==> config.mk <==
export PLATFORM = sky130hd
export DESIGN_NAME = framebuffer_pixel_writer_top
export DESIGN_NICKNAME = d
export VERILOG_FILES = /design/src/sv/fpw_pkg.sv /design/src/sv/fpw_regs.sv /design/src/sv/fpw_front.sv /design/src/sv/fpw_mid.sv /design/src/sv/framebuffer_pixel_writer_top.sv
export SDC_FILE = /design/constraint.sdc
export NUM_CORES = 1
export LEC_CHECK = 0
export BUFFER_PORTS_ARGS = -buffer_cell sky130_fd_sc_hd__buf_2
export CORE_MARGIN = 2
export CORE_UTILIZATION = 40
export CTS_BUF_LIST = sky130_fd_sc_hd__clkbuf_4 sky130_fd_sc_hd__clkbuf_8
export CTS_CLUSTER_SIZE = 30
export DETAILED_ROUTE_END_ITERATION = 16
export PLACE_DENSITY = 0.69
export SLEW_MARGIN = 20
export SYNTH_ARGS = -nofsm -noshare
export SYNTH_HDL_FRONTEND = slang
export SYNTH_SLANG_ARGS = --single-unit
export TNS_END_PERCENT = 10
==> constraint.sdc <==
create_clock -name clk -period 5.35 [get_ports clk]
set_input_delay 0 -clock clk [delete_from_list [all_inputs] [get_ports clk]]
set_output_delay 0 -clock clk [all_outputs]
set_load 0.01 [all_outputs]
==> src/sv/fpw_pkg.sv <==
// ----------------------------------------------------------------------------
// fpw_pkg
// types, codes and helpers shared by the framebuffer pixel writer
// ----------------------------------------------------------------------------
`default_nettype none

package fpw_pkg;

    // result status codes
    localparam logic [1:0] STATUS_OK      = 2'd0;
    localparam logic [1:0] STATUS_SKIPPED = 2'd1;
    localparam logic [1:0] STATUS_ERROR   = 2'd2;

    localparam int ADDR_W = 28;
    localparam int WORD_W = 32;

    // register indexes, one per 32-bit word of the register map
    typedef enum logic [2:0] {
        REG_SCREEN_WIDTH    = 3'd0,
        REG_SCREEN_HEIGHT   = 3'd1,
        REG_LINE_BYTES      = 3'd2,
        REG_PIXEL_DEPTH     = 3'd3,
        REG_RED_LAYOUT      = 3'd4,
        REG_GREEN_LAYOUT    = 3'd5,
        REG_BLUE_LAYOUT     = 3'd6,
        REG_DISPLAY_ENABLED = 3'd7
    } reg_idx_t;

    typedef struct packed {
        logic [11:0] screen_width;
        logic [11:0] screen_height;
        logic [15:0] line_bytes;
        logic [5:0]  pixel_depth;
        logic [10:0] red_layout;
        logic [10:0] green_layout;
        logic [10:0] blue_layout;
        logic        display_enabled;
    } cfg_t;

    // stage 1: checked item with scaled channels
    typedef struct packed {
        logic [1:0]        status;
        logic [11:0]       x;
        logic [11:0]       y;
        logic [2:0]        bytes_pp;
        logic [WORD_W-1:0] red_field;
        logic [WORD_W-1:0] green_field;
        logic [WORD_W-1:0] blue_field;
    } s1_t;

    // stage 2: address partial terms and packed word
    typedef struct packed {
        logic [1:0]        status;
        logic [ADDR_W-1:0] row_offset;
        logic [14:0]       col_offset;
        logic [2:0]        bytes_pp;
        logic [WORD_W-1:0] pixel;
    } s2_t;

    // scale an 8-bit channel to a field of len bits, truncated to 32 bits
    function automatic logic [WORD_W-1:0] scale_channel(
        input logic [7:0] value,
        input logic [5:0] len
    );
        logic [38:0]       wide;
        logic [5:0]        sh;
        logic [WORD_W-1:0] res;
        wide = '0;
        sh   = len - 6'd8;
        if (len == 6'd0) begin
            res = '0;
        end else if (len >= 6'd8) begin
            if (sh > 6'd31) begin
                res = '0;
            end else begin
                wide = {31'd0, value} << sh[4:0];
                res  = wide[WORD_W-1:0];
            end
        end else begin
            res = {24'd0, value >> (4'd8 - {1'b0, len[2:0]})};
        end
        return res;
    endfunction

endpackage

`default_nettype wire

==> src/sv/fpw_regs.sv <==
// ----------------------------------------------------------------------------
// fpw_regs
// apb register file holding the display layout configuration
// ----------------------------------------------------------------------------
`default_nettype none

module fpw_regs (
    input  wire logic         clk,
    input  wire logic         rst_n,
    input  wire logic         psel,
    input  wire logic         penable,
    input  wire logic         pwrite,
    input  wire logic [4:0]   paddr,
    input  wire logic [31:0]  pwdata,
    output logic      [31:0]  prdata,
    output logic              pready,
    output fpw_pkg::cfg_t     cfg
);
    import fpw_pkg::*;

    cfg_t     cfg_reg;
    reg_idx_t idx;
    logic     wr_en;

    assign idx    = reg_idx_t'(paddr[4:2]);
    assign wr_en  = psel & penable & pwrite;
    assign pready = 1'b1;
    assign cfg    = cfg_reg;

    always_ff @(posedge clk or negedge rst_n)
    begin
        if (!rst_n)
        begin
            cfg_reg.screen_width    <= 12'd800;
            cfg_reg.screen_height   <= 12'd480;
            cfg_reg.line_bytes      <= 16'd3200;
            cfg_reg.pixel_depth     <= 6'd32;
            cfg_reg.red_layout      <= 11'd272;
            cfg_reg.green_layout    <= 11'd264;
            cfg_reg.blue_layout     <= 11'd256;
            cfg_reg.display_enabled <= 1'b0;
        end
        else if (wr_en)
        begin
            unique case (idx)
                REG_SCREEN_WIDTH:    cfg_reg.screen_width    <= pwdata[11:0];
                REG_SCREEN_HEIGHT:   cfg_reg.screen_height   <= pwdata[11:0];
                REG_LINE_BYTES:      cfg_reg.line_bytes      <= pwdata[15:0];
                REG_PIXEL_DEPTH:     cfg_reg.pixel_depth     <= pwdata[5:0];
                REG_RED_LAYOUT:      cfg_reg.red_layout      <= pwdata[10:0];
                REG_GREEN_LAYOUT:    cfg_reg.green_layout    <= pwdata[10:0];
                REG_BLUE_LAYOUT:     cfg_reg.blue_layout     <= pwdata[10:0];
                REG_DISPLAY_ENABLED: cfg_reg.display_enabled <= pwdata[0];
            endcase
        end
    end

    always_comb
    begin
        unique case (idx)
            REG_SCREEN_WIDTH:    prdata = {20'd0, cfg_reg.screen_width};
            REG_SCREEN_HEIGHT:   prdata = {20'd0, cfg_reg.screen_height};
            REG_LINE_BYTES:      prdata = {16'd0, cfg_reg.line_bytes};
            REG_PIXEL_DEPTH:     prdata = {26'd0, cfg_reg.pixel_depth};
            REG_RED_LAYOUT:      prdata = {21'd0, cfg_reg.red_layout};
            REG_GREEN_LAYOUT:    prdata = {21'd0, cfg_reg.green_layout};
            REG_BLUE_LAYOUT:     prdata = {21'd0, cfg_reg.blue_layout};
            REG_DISPLAY_ENABLED: prdata = {31'd0, cfg_reg.display_enabled};
        endcase
    end

endmodule

`default_nettype wire

==> src/sv/fpw_front.sv <==
// ----------------------------------------------------------------------------
// fpw_front
// first stage: bounds and depth checks, channel scaling
// ----------------------------------------------------------------------------
`default_nettype none

module fpw_front (
    input  wire logic                clk,
    input  wire logic                rst_n,
    input  wire logic                load,
    input  wire logic                in_valid,
    input  wire logic signed [15:0]  pos_x,
    input  wire logic signed [15:0]  pos_y,
    input  wire logic [7:0]          red_in,
    input  wire logic [7:0]          green_in,
    input  wire logic [7:0]          blue_in,
    input  wire fpw_pkg::cfg_t       cfg,
    output logic                     valid,
    output fpw_pkg::s1_t             stage
);
    import fpw_pkg::*;

    logic valid_reg;
    s1_t  stage_reg;
    s1_t  stage_next;
    logic coord_bad;
    logic depth_bad;

    // sign bit set means negative
    assign coord_bad = pos_x[15] | pos_y[15]
                     | (pos_x[14:0] >= {3'd0, cfg.screen_width})
                     | (pos_y[14:0] >= {3'd0, cfg.screen_height});
    assign depth_bad = (cfg.pixel_depth == 6'd0) | (cfg.pixel_depth > 6'd32);

    always_comb
    begin
        stage_next.x        = pos_x[11:0];
        stage_next.y        = pos_y[11:0];
        // ceil(bits / 8)
        stage_next.bytes_pp = cfg.pixel_depth[5:3] + {2'd0, |cfg.pixel_depth[2:0]};
        stage_next.red_field   = scale_channel(red_in,   cfg.red_layout[10:5]);
        stage_next.green_field = scale_channel(green_in, cfg.green_layout[10:5]);
        stage_next.blue_field  = scale_channel(blue_in,  cfg.blue_layout[10:5]);
        priority if (!cfg.display_enabled)
            stage_next.status = STATUS_SKIPPED;
        else if (coord_bad || depth_bad)
            stage_next.status = STATUS_ERROR;
        else
            stage_next.status = STATUS_OK;
    end

    always_ff @(posedge clk or negedge rst_n)
    begin
        if (!rst_n)
            valid_reg <= 1'b0;
        else if (load)
            valid_reg <= in_valid;
    end

    always_ff @(posedge clk)
    begin
        if (load && in_valid)
            stage_reg <= stage_next;
    end

    assign valid = valid_reg;
    assign stage = stage_reg;

endmodule

`default_nettype wire

==> src/sv/fpw_mid.sv <==
// ----------------------------------------------------------------------------
// fpw_mid
// second stage: address products and channel placement
// ----------------------------------------------------------------------------
`default_nettype none

module fpw_mid (
    input  wire logic          clk,
    input  wire logic          rst_n,
    input  wire logic          load,
    input  wire logic          in_valid,
    input  wire fpw_pkg::s1_t  in_stage,
    input  wire fpw_pkg::cfg_t cfg,
    output logic               valid,
    output fpw_pkg::s2_t       stage
);
    import fpw_pkg::*;

    logic valid_reg;
    s2_t  stage_reg;
    s2_t  stage_next;

    always_comb
    begin
        stage_next.status     = in_stage.status;
        stage_next.bytes_pp   = in_stage.bytes_pp;
        stage_next.row_offset = {16'd0, in_stage.y} * {12'd0, cfg.line_bytes};
        stage_next.col_offset = {3'd0, in_stage.x} * {12'd0, in_stage.bytes_pp};
        stage_next.pixel      = (in_stage.red_field   << cfg.red_layout[4:0])
                              | (in_stage.green_field << cfg.green_layout[4:0])
                              | (in_stage.blue_field  << cfg.blue_layout[4:0]);
    end

    always_ff @(posedge clk or negedge rst_n)
    begin
        if (!rst_n)
            valid_reg <= 1'b0;
        else if (load)
            valid_reg <= in_valid;
    end

    always_ff @(posedge clk)
    begin
        if (load && in_valid)
            stage_reg <= stage_next;
    end

    assign valid = valid_reg;
    assign stage = stage_reg;

endmodule

`default_nettype wire

==> src/sv/framebuffer_pixel_writer_top.sv <==
// ----------------------------------------------------------------------------
// framebuffer_pixel_writer_top
// turns rgb888 pixel writes into packed framebuffer writes
// ----------------------------------------------------------------------------
//
//   channel   handshake                  payload
//   -------   -------------------------  ---------------------------------------
//   pixel     pixel_valid / pixel_ready  pos_x, pos_y, red_in, green_in, blue_in
//   write     write_valid / write_ready  status, write_address, pixel_word,
//                                        byte_count
//   config    apb psel/penable/pwrite    paddr, pwdata, prdata, pready
//
// one item per cycle sustained while write_ready stays high; write_valid rises
// once an accepted pixel has passed the three register stages
// stages: checks and scaling, address products and packing, address sum
// and output register
// rst_n clears the stage valid bits and loads the register reset values
// a stall on the write side holds every occupied stage; an empty stage
// still fills, so bubbles are squeezed out before pixel_ready drops
// ----------------------------------------------------------------------------
`default_nettype none

module framebuffer_pixel_writer_top (
    input  wire logic                clk,
    input  wire logic                rst_n,
    // pixel channel
    input  wire logic                pixel_valid,
    output logic                     pixel_ready,
    input  wire logic signed [15:0]  pos_x,
    input  wire logic signed [15:0]  pos_y,
    input  wire logic [7:0]          red_in,
    input  wire logic [7:0]          green_in,
    input  wire logic [7:0]          blue_in,
    // write channel
    output logic                     write_valid,
    input  wire logic                write_ready,
    output logic [1:0]               status,
    output logic [27:0]              write_address,
    output logic [31:0]              pixel_word,
    output logic [2:0]               byte_count,
    // configuration port
    input  wire logic                psel,
    input  wire logic                penable,
    input  wire logic                pwrite,
    input  wire logic [4:0]          paddr,
    input  wire logic [31:0]         pwdata,
    output logic [31:0]              prdata,
    output logic                     pready
);
    import fpw_pkg::*;

    cfg_t cfg;
    s1_t  s1;
    s2_t  s2;
    logic s1_valid;
    logic s2_valid;

    // stage load enables, back to front
    logic load3;
    logic load2;
    logic load1;

    // output register
    logic              out_valid_reg;
    logic [1:0]        status_reg;
    logic [ADDR_W-1:0] addr_reg;
    logic [WORD_W-1:0] word_reg;
    logic [2:0]        count_reg;
    logic [ADDR_W-1:0] addr_next;
    logic              ok;

    assign load3 = !out_valid_reg || write_ready;
    assign load2 = !s2_valid || load3;
    assign load1 = !s1_valid || load2;
    assign pixel_ready = load1;

    fpw_regs u_regs (
        .clk     (clk),
        .rst_n   (rst_n),
        .psel    (psel),
        .penable (penable),
        .pwrite  (pwrite),
        .paddr   (paddr),
        .pwdata  (pwdata),
        .prdata  (prdata),
        .pready  (pready),
        .cfg     (cfg)
    );

    fpw_front u_front (
        .clk      (clk),
        .rst_n    (rst_n),
        .load     (load1),
        .in_valid (pixel_valid),
        .pos_x    (pos_x),
        .pos_y    (pos_y),
        .red_in   (red_in),
        .green_in (green_in),
        .blue_in  (blue_in),
        .cfg      (cfg),
        .valid    (s1_valid),
        .stage    (s1)
    );

    fpw_mid u_mid (
        .clk      (clk),
        .rst_n    (rst_n),
        .load     (load2),
        .in_valid (s1_valid),
        .in_stage (s1),
        .cfg      (cfg),
        .valid    (s2_valid),
        .stage    (s2)
    );

    // final address sum, wraps at 28 bits
    assign addr_next = s2.row_offset + {13'd0, s2.col_offset};
    assign ok        = (s2.status == STATUS_OK);

    always_ff @(posedge clk or negedge rst_n)
    begin
        if (!rst_n)
            out_valid_reg <= 1'b0;
        else if (load3)
            out_valid_reg <= s2_valid;
    end

    // skipped and error writes carry zero payload
    always_ff @(posedge clk)
    begin
        if (load3 && s2_valid)
        begin
            status_reg <= s2.status;
            addr_reg   <= ok ? addr_next   : '0;
            word_reg   <= ok ? s2.pixel    : '0;
            count_reg  <= ok ? s2.bytes_pp : '0;
        end
    end

    assign write_valid   = out_valid_reg;
    assign status        = status_reg;
    assign write_address = addr_reg;
    assign pixel_word    = word_reg;
    assign byte_count    = count_reg;

endmodule

`default_nettype wire

==> run_results.csv, run 1 <==
group,metric,value,unit
placed_design,port-buffer-count,164,
sta,post-route-min-period,5148,ps
clock_tree,h-tree-depth,3,
yosys,synth_warnings,0,
layout,syn_to_final_growth,13.42,%
layout,fin_nets,3490,
yosys,synth-edff-count,270,
power_and_ir_drop,p_per_area,540.1,nW/um2
worst_setup_path,arrival,5520,ps
worst_setup_path,path_buf_inv,3,
worst_setup_path,cp.required,5720,ps
worst_setup_path,path_common_cell,"fa_1",
worst_setup_path,crit_family,"adder cells",
worst_setup_path,critPathMaxFanout,7,
layout,drive_gt1_frac,0.1790,
layout,largest_register_ffs,125,
placed_design,dp_hpwl,64.72,mm
power_and_ir_drop,leakage,13.96,nW
sta,worst_slew_pin_slew,1078,ps
placed_design,place_congestion,0.9763,
clock_tree,cts_tree,"built",
sta,drv_slew,0,
worst_setup_path,r2r_cells,16,
worst_setup_path,path_class,"flip-flop to flip-flop",
worst_setup_path,slowest_delay,610,ps
clock_tree,cts_buffer_depth,3,
clock_tree,cts_sinks,353,
worst_setup_path,cp_slowest_cell,"dfstp_2",
placed_design,dp.cells,3916,
yosys,synth_cells,2908,
sta,period_share,0.9622,
yosys,yosysMostFrequentCell,"nand2_1",
status,status,"finished, final reports clean",
sta,rsz0062_at_grt,"yes",
route,drt_iter0_markers,2195,
global_route,antenna_found_initial,3,
sta,setup_violations,0,
layout,fin_cells,4114,
route,routed_wl,84.08,mm
die,initial_core_util,0.4046,
sta,relSlewSlack,0.2814,
worst_setup_path,setup.worst_path.start_class,"flip-flop",
clock_tree,insertion_delay,650,ps
hold_path,hold_path_depth,5,
die,pin_count,200,
route,vias,23059,
route,drtPass1Iterations,8,
sta,hold_viol_final,0,
layout,nFillCells,6742,
global_route,grt_pass1_wl,129.2,mm
global_route,grt_pass1_vias,22282,
yosys,synth_top_area_share,0.2798,
yosys,postSynth.asyncResetShare,0.2351,
global_route,grt_usage,0.2229,
die,die_h,273.1,um
worst_setup_path,cp.depth,16,
yosys,synth_area_leaders,"edfxtp_1 28%, fa_1 11%, mux4_2 5.8%",
clock_tree,clk_pin_slew,60,ps
yosys,synth_seq_area_share,0.3522,
die,die_w,273.1,um
run,maxCapViolCount,0,
route,wire_per_inst,20.44,um
global_route,overflow,0,
power_and_ir_drop,peakVddDrop,0.0006962,V
yosys,synth_top_cell_by_area,"edfxtp_1",
clock_tree,cts_made_buffers,66,
route,drtAntennaViolNets,0,
worst_setup_path,worstSetupEndpointType,"flip-flop",
yosys,avgSynthCellArea,9.964,um2
worst_setup_path,cp_cell_sequence,"buf_4 > and2_1 > fa_1 > fa_1 > fa_1 > fa_1 > inv_1 > fa_1 > inv_1 > ha_1 > a21o_1 > a21oi_1 > o21ai_0 > a21oi_1 > o31ai_1 > xor2_1",
die,die_area,74610,um2
yosys,syn-cell-area,28980,um2
sta,fmax,0.1942,GHz
clock_tree,clock-root-buffer,"clkbuf_8",
yosys,synth_cell_types,87,
yosys,synth_flop_cell,"edfxtp_1",
sta,fin_skew,50.40,ps
global_route,grt_max_degree,81,
hold_path,hold_class,"input port to flip-flop",
route,drc,0,
die,rows,98,
yosys,ys_top_cells_by_count,"398 x nand2_1, 270 x edfxtp_1, 256 x inv_1",
yosys,synth_seq_cells,353,
die,core_region_area,71610,um2
power_and_ir_drop,power,0.01775,W
route,vias_per_cell,5.605,
[final cells by class]
class | count | area [um2] | area share
diodes | 2 | 5.005 | 0.0001523
clock buffers | 88 | 1099 | 0.03343
clock inverters | 31 | 294.0 | 0.008947
inverters | 265 | 994.7 | 0.03027
multi-input cells | 2128 | 17090 | 0.5199
flip-flops and latches | 353 | 10220 | 0.3109
well taps | 950 | 1189 | 0.03617
repair buffers | 297 | 1978 | 0.06019
[per-stage QoR]
| step | setup slack [ps] | area [um2] | setup TNS [ps] | hold slack, ps | utilization |
|---|---|---|---|---|---|
| floorplan | 7.263 | 29030 | 0 | -295.6 | - |
| global placement | 88.39 | 30660 | 0 | -82.76 | 0.4281 |
| detailed placement | -17.17 | 30660 | -17.17 | -79.60 | 0.4282 |
| CTS | 21.73 | 32630 | 0 | 20.01 | 0.4557 |
| global route | -52.78 | 32860 | -67.23 | 84.29 | 0.4589 |
| finish | 202.0 | 32860 | 0 | 90.41 | 0.4589 |
[final timing paths]
| check | start | end | slack [ps] |
|---|---|---|---|
| min reg2reg | u_front.stage[124] | u_mid.stage[79] | 500 |
| max reg2reg | u_regs.cfg[50] | u_mid.stage[74] | 200 |
| max in group asynchronous | rst_n | u_regs.cfg[14] | 3510 |
| max | u_regs.cfg[50] | u_mid.stage[74] | 200 |
| min in group asynchronous | rst_n | u_regs.cfg[20] | 470 |
| min | green_in[5] | u_front.stage[37] | 90 |
[repair_timing]
item | in CTS | in global routing
setup endpoints to repair | 1 | 11
buffers inserted | 0 | 19
pin swaps | 0 | 2
resized for setup | 1 | 20
gates cloned | 0 | 0
hold buffers | 57 | 0
endpoints found under the hold margin | 199 | 0
[power breakdown]
part / internal [W] / switching [W] / total [W] / leakage [nW]
Sequential: 0.00392 / 0.000684 / 0.00460 / 3.64
Combinational: 0.00437 / 0.00599 / 0.0104 / 9.60
Clock: 0.00155 / 0.00123 / 0.00278 / 0.720
Total: 0.00985 / 0.00790 / 0.0178 / 14.0
[tightest hold or removal path, cell delays in order]
cell,delay [ps]
buf_2,130
mux2i_1,90
o22ai_1,200
a22oi_1,100
nor2_1,90
[logic make-up after synthesis]
group                    Yosys count  share of synthesized area
flip-flops                       353                     0.3522
XOR/XNOR                          47                    0.01421
multiplexers                     313                     0.1440
AO/OA/AOI/OAI                    504                     0.1139
adder cells (fa/ha/maj)          279                     0.1599
other                              2                  0.0002592
AND/OR/NAND/NOR                  968                     0.1527
buffers and inverters            442                    0.06292
[placed cells by master, fill, tap and decap left out, drive strengths merged, types with 123 or more instances in the layout]
master  synthesis  routed
a21oi         124     124
and2          123     123
buf            62     239
edfxtp        270     270
fa            152     152
ha            127     127
inv           258     262
mux2i         161     161
nand2         398     398
nor2          228     228
[layer usage]
layer  vias up  GRT usage  wire length (um)
li1      10627          -                 -
met1     11303     0.3162             37620
met2       956     0.3372             37020
met3       171    0.03778              6200
met4         2    0.09218              3220
met5         -          0                14
Power figures use the tool's default switching activity.
==> run 2: changes to the inputs <==
- BUFFER_PORTS_ARGS: -buffer_cell sky130_fd_sc_hd__buf_2 -> -buffer_cell sky130_fd_sc_hd__buf_4
==> run 2 against run 1 <==
Clock skew is 19 ps lower. Global-route usage fell by 0.44 points. Sequential share of layout area shrank 0.36 points. Sequential power about the same. Clock power is 3% lower. Wire length shrank 1.4%. Register-to-register slack got worse by 40 ps. Setup slack got worse by 38 ps. Highest routed layer unchanged.
==> run_results.csv, run 2 (synthesis results as in run 1) <==
group,metric,value,unit
status,status,"finished, final reports clean",
global_route,grt_usage,0.2185,
layout,stdcell_area,33220,um2
layout,multi_input_comb_area,17060,um2
die,initial_core_util,0.4046,
layout,layout_commonest_cell,"nand2_1",
worst_setup_path,path_class,"flip-flop to flip-flop",
layout,final_cell_mix,"398 x nand2_1, 270 x edfxtp_1, 256 x inv_1",
route,drc,0,
route,wire_per_inst,20.16,um
layout,drive_gt1_frac,0.1718,
worst_setup_path,r2r_end,"u_mid.stage[75]",
clock_tree,cts_buffer_depth,3,
sta,fmax,0.1928,GHz
power_and_ir_drop,peakVddDrop,0.0007159,V
global_route,grt_max_degree,81,
layout,fin_nets,3488,
worst_setup_path,startpoint,"u_regs.cfg[45]",
global_route,grt_pass1_vias,21416,
route,drtAntennaViolNets,0,
clock_tree,clk_pin_slew,60,ps
global_route,antenna_found_initial,2,
worst_setup_path,worstSetupEndpointType,"flip-flop",
clock_tree,insertion_delay,690,ps
sta,rsz0062_at_grt,"yes",
sta,post-route-min-period,5186,ps
global_route,overflow,0,
global_route,grt_pass1_wl,126.5,mm
layout,regArea,10210,um2
clock_tree,cts_made_buffers,60,
route,vias,22757,
placed_design,placed_area,31120,um2
route,drt_iter0_markers,2225,
power_and_ir_drop,power,0.01762,W
layout,syn_to_final_growth,14.66,%
worst_setup_path,arrival,5630,ps
layout,nFillCells,6718,
die,rows,98,
hold_path,hold_class,"input port to flip-flop",
worst_setup_path,setup.worst_path.start_class,"flip-flop",
hold_path,hold_path_startpoint,"green_in[1]",
sta,setup_violations,0,
sta,fin_skew,31.47,ps
worst_setup_path,r2r_slack,160,ps
clock_tree,h-tree-depth,2,
power_and_ir_drop,leakage,14.07,nW
sta,period_share,0.9693,
layout,largest_register_ffs,125,
worst_setup_path,critPathMaxFanout,10,
sta,drv_slew,0,
die,die_area,74610,um2
die,die_w,273.1,um
route,drtPass1Iterations,6,
die,die_h,273.1,um
placed_design,dp.cells,3922,
sta,relSlewSlack,0.2798,
worst_setup_path,r2r_cells,16,
sta,setup_tns,0,ps
die,pin_count,200,
die,core_region_area,71610,um2
sta,hold_ws,45.64,ps
sta,worst_slew_pin_slew,1080,ps
placed_design,port-buffer-count,164,
power_and_ir_drop,p_per_area,530.3,nW/um2
worst_setup_path,cp.required,5790,ps
clock_tree,clock-root-buffer,"clkbuf_8",
placed_design,place_congestion,0.9847,
hold_path,hold_path_depth,6,
placed_design,dp_hpwl,63.99,mm
worst_setup_path,r2r-start,"u_regs.cfg[45]",
route,vias_per_cell,5.536,
route,routed_wl,82.88,mm
clock_tree,cts_sinks,353,
worst_setup_path,cp-endpoint,"u_mid.stage[75]",
clock_tree,cts_tree,"built",
layout,fin_cells,4111,
run,maxCapViolCount,0,
sta,hold_viol_final,0,
-- run 2: final cells by class --
class	instances	share of cell area
well taps	950	0.03578
clock buffers	78	0.02949
diodes	1	0.00007532
repair buffers	301	0.07351
flip-flops and latches	353	0.3073
inverters	265	0.02994
clock inverters	35	0.01047
multi-input cells	2128	0.5134
-- run 2: per-stage QoR --
step | utilization | worst slack (ps)
after floorplan | - | 7.263
after global placement | 0.4345 | 132.5
after detailed placement | 0.4345 | 55.71
after CTS | 0.4619 | 86.87
after global routing | 0.4640 | -6.586
final | 0.4640 | 164.3
-- run 2: layer usage --
layer	track usage	vias to the layer above	part of all wire
met3	0.03321	135	0.070
met1	0.3240	11078	0.46
met4	0.07291	2	0.032
li1	-	10621	-
met5	0	-	0.000036
met2	0.3252	921	0.44
-- run 2: worst min path at each step --
stage | endpoint
after floorplan | u_front.valid
after global placement | u_regs.cfg[18]
after detailed placement | u_regs.cfg[18]
after CTS | u_front.stage[53]
after global routing | u_front.stage[111]
final | u_front.stage[53]
-- run 2: worst max-delay path: stages, from the launching register on --
cell	delay, ps
dfrtp_1	520
buf_4	230
and2_1	170
fa_1	550
fa_1	440
fa_1	460
fa_1	490
inv_1	50
fa_1	480
inv_1	40
ha_1	360
and3_1	250
a31oi_1	160
o21ai_0	160
a22oi_2	280
and4b_1	220
nor3_1	60
-- run 2: repair_timing --
item | 4_1_cts | 5_1_grt
gates resized for setup | 0 | 8
hold endpoints to repair | 234 | 0
hold buffers | 63 | 0
buffers inserted | 0 | 11
endpoints found under the setup margin | 0 | 9
-- run 2: where the power goes --
group | internal (W) | switching (W) | total [W]
logic | 0.00441 | 0.00592 | 0.0103
clock network | 0.00150 | 0.00120 | 0.00270
registers | 0.00392 | 0.000664 | 0.00458
total | 0.00983 | 0.00779 | 0.0176
==> run 3: changes to the inputs <==
- RECOVER_POWER: default -> 25
==> run 3 against run 2 <==
The flow now finishes with violations (capacitance limit, slew limit). Combinational power barely moved. Worst hold slack got worse by 17 ps. Register-to-register slack about the same.
==> run_results.csv, run 3 (synthesis results as in run 1) <==
group,metric,value,unit
placed_design,place_congestion,0.9847,
global_route,grt_usage,0.2185,
clock_tree,clk_pin_slew,60,ps
clock_tree,cts_tree,"built",
die,die_area,74610,um2
worst_setup_path,worstSetupEndpointType,"flip-flop",
worst_setup_path,setup.worst_path.start_class,"flip-flop",
global_route,grt_max_degree,81,
placed_design,dp.cells,3922,
global_route,grt_pass1_vias,21416,
sta,setup_tns,0,ps
worst_setup_path,cp.required,5790,ps
layout,fin_cells,4112,
die,initial_core_util,0.4046,
worst_setup_path,path_class,"flip-flop to flip-flop",
hold_path,hold_class,"input port to flip-flop",
route,vias,22814,
layout,drive_gt1_frac,0.1411,
layout,syn_to_final_growth,13.41,%
route,drtAntennaViolNets,0,
sta,fin_skew,34.15,ps
sta,post-route-min-period,5184,ps
die,die_w,273.1,um
power_and_ir_drop,peakVddDrop,0.0007129,V
global_route,overflow,0,
clock_tree,insertion_delay,690,ps
sta,hold_viol_final,0,
sta,fmax,0.1929,GHz
layout,stdcell_area,32860,um2
layout,fin_nets,3488,
layout,final_cell_mix,"398 x nand2_1, 270 x edfxtp_1, 256 x inv_1",
sta,rsz0062_at_grt,"yes",
clock_tree,cts_made_buffers,60,
layout,largest_register_ffs,125,
status,violations,"capacitance limit, slew limit",
power_and_ir_drop,leakage,13.69,nW
route,drt_iter0_markers,2280,
power_and_ir_drop,p_per_area,533.9,nW/um2
placed_design,dp_hpwl,63.99,mm
route,wire_per_inst,20.17,um
die,die_h,273.1,um
status,status,"complete, but fails checks",
layout,nFillCells,6826,
run,maxCapViolCount,1,
die,pin_count,200,
worst_setup_path,critPathMaxFanout,10,
route,vias_per_cell,5.548,
layout,layout_commonest_cell,"nand2_1",
die,rows,98,
placed_design,port-buffer-count,164,
worst_setup_path,arrival,5620,ps
die,core_region_area,71610,um2
sta,hold_ws,28.99,ps
global_route,grt_pass1_wl,126.5,mm
global_route,antenna_found_initial,2,
clock_tree,clock-root-buffer,"clkbuf_8",
clock_tree,h-tree-depth,2,
clock_tree,cts_buffer_depth,3,
route,drc,0,
sta,worst_slew_pin_slew,1828,ps
clock_tree,cts_sinks,353,
sta,drv_slew,46,
placed_design,placed_area,31120,um2
route,routed_wl,82.94,mm
sta,setup_violations,0,
route,drtPass1Iterations,6,
sta,period_share,0.9690,
sta,relSlewSlack,-0.2189,
==> run 3: repair_timing <==
action / 4_1_cts / 5_1_grt
hold endpoints to repair: 234 / 0
resized for setup: 0 / 8
setup endpoints to repair: 0 / 9
hold buffers: 63 / 0
setup buffers: 0 / 11
==> run 3: worst paths after layout <==
| path | startpoint | to | slack [ps] | cells past startpoint |
|---|---|---|---|---|
| setup / recovery | u_regs.cfg[45] | u_mid.stage[75] | 170 | 16 |
| hold / removal | penable | u_regs.cfg[58] | 30 | 4 |
| setup reg to reg | u_regs.cfg[45] | u_mid.stage[75] | 170 | 16 |
| hold reg to reg | u_front.valid | u_mid.valid | 500 | 1 |
| max in group asynchronous | rst_n | u_regs.cfg[32] | 3240 | 4 |
| min in group asynchronous | rst_n | u_regs.cfg[20] | 700 | 3 |
==> run 3: metal layers <==
layer | up-vias | GRT usage | routed length [um]
met3 | 139 | 0.03321 | 5949
met2 | 934 | 0.3252 | 36340
li1 | 10622 | - | -
met1 | 11117 | 0.3240 | 37980
met5 | - | 0 | 12
met4 | 2 | 0.07291 | 2656
==> run 3: layout make-up <==
class / instances / area (um2) / share of cell area
sequential: 353 / 10210 / 0.3107
clock buffer: 78 / 979.7 / 0.02981
inverter: 265 / 994.7 / 0.03027
clock inverter: 35 / 347.8 / 0.01059
antenna: 2 / 5.005 / 0.0001523
tap: 950 / 1189 / 0.03617
multi-input combinational: 2128 / 17050 / 0.5189
timing repair buffer: 301 / 2082 / 0.06336
==> run 3: report_power, final <==
part	switching, W	internal (W)
Clock	0.00120	0.00150
Combinational	0.00592	0.00435
Sequential	0.000661	0.00392
Total	0.00778	0.00976
==> run 3: worst max-delay path, cell delays in order (launching register included) <==
cell and delay [ps]:
dfrtp_1 520, buf_4 230, and2_1 170, fa_1 550, fa_1 440, fa_1 460
fa_1 490, inv_1 50, fa_1 480, inv_1 40, ha_1 360, and3_1 250
a31oi_1 160, o21ai_0 160, a22oi_2 280, and4b_1 220, nor3_1 60
==> run 3: stage by stage <==
stage | total power (W) | util | setup slack [ps]
final | 0.01754 | 0.4589 | 165.6
after global routing | 0.01899 | 0.4589 | -6.586
after CTS | 0.01747 | 0.4619 | 86.87
after detailed placement | 0.01465 | 0.4345 | 55.71
after global placement | 0.01453 | 0.4345 | 132.5
after floorplan | 0.01162 | - | 7.263
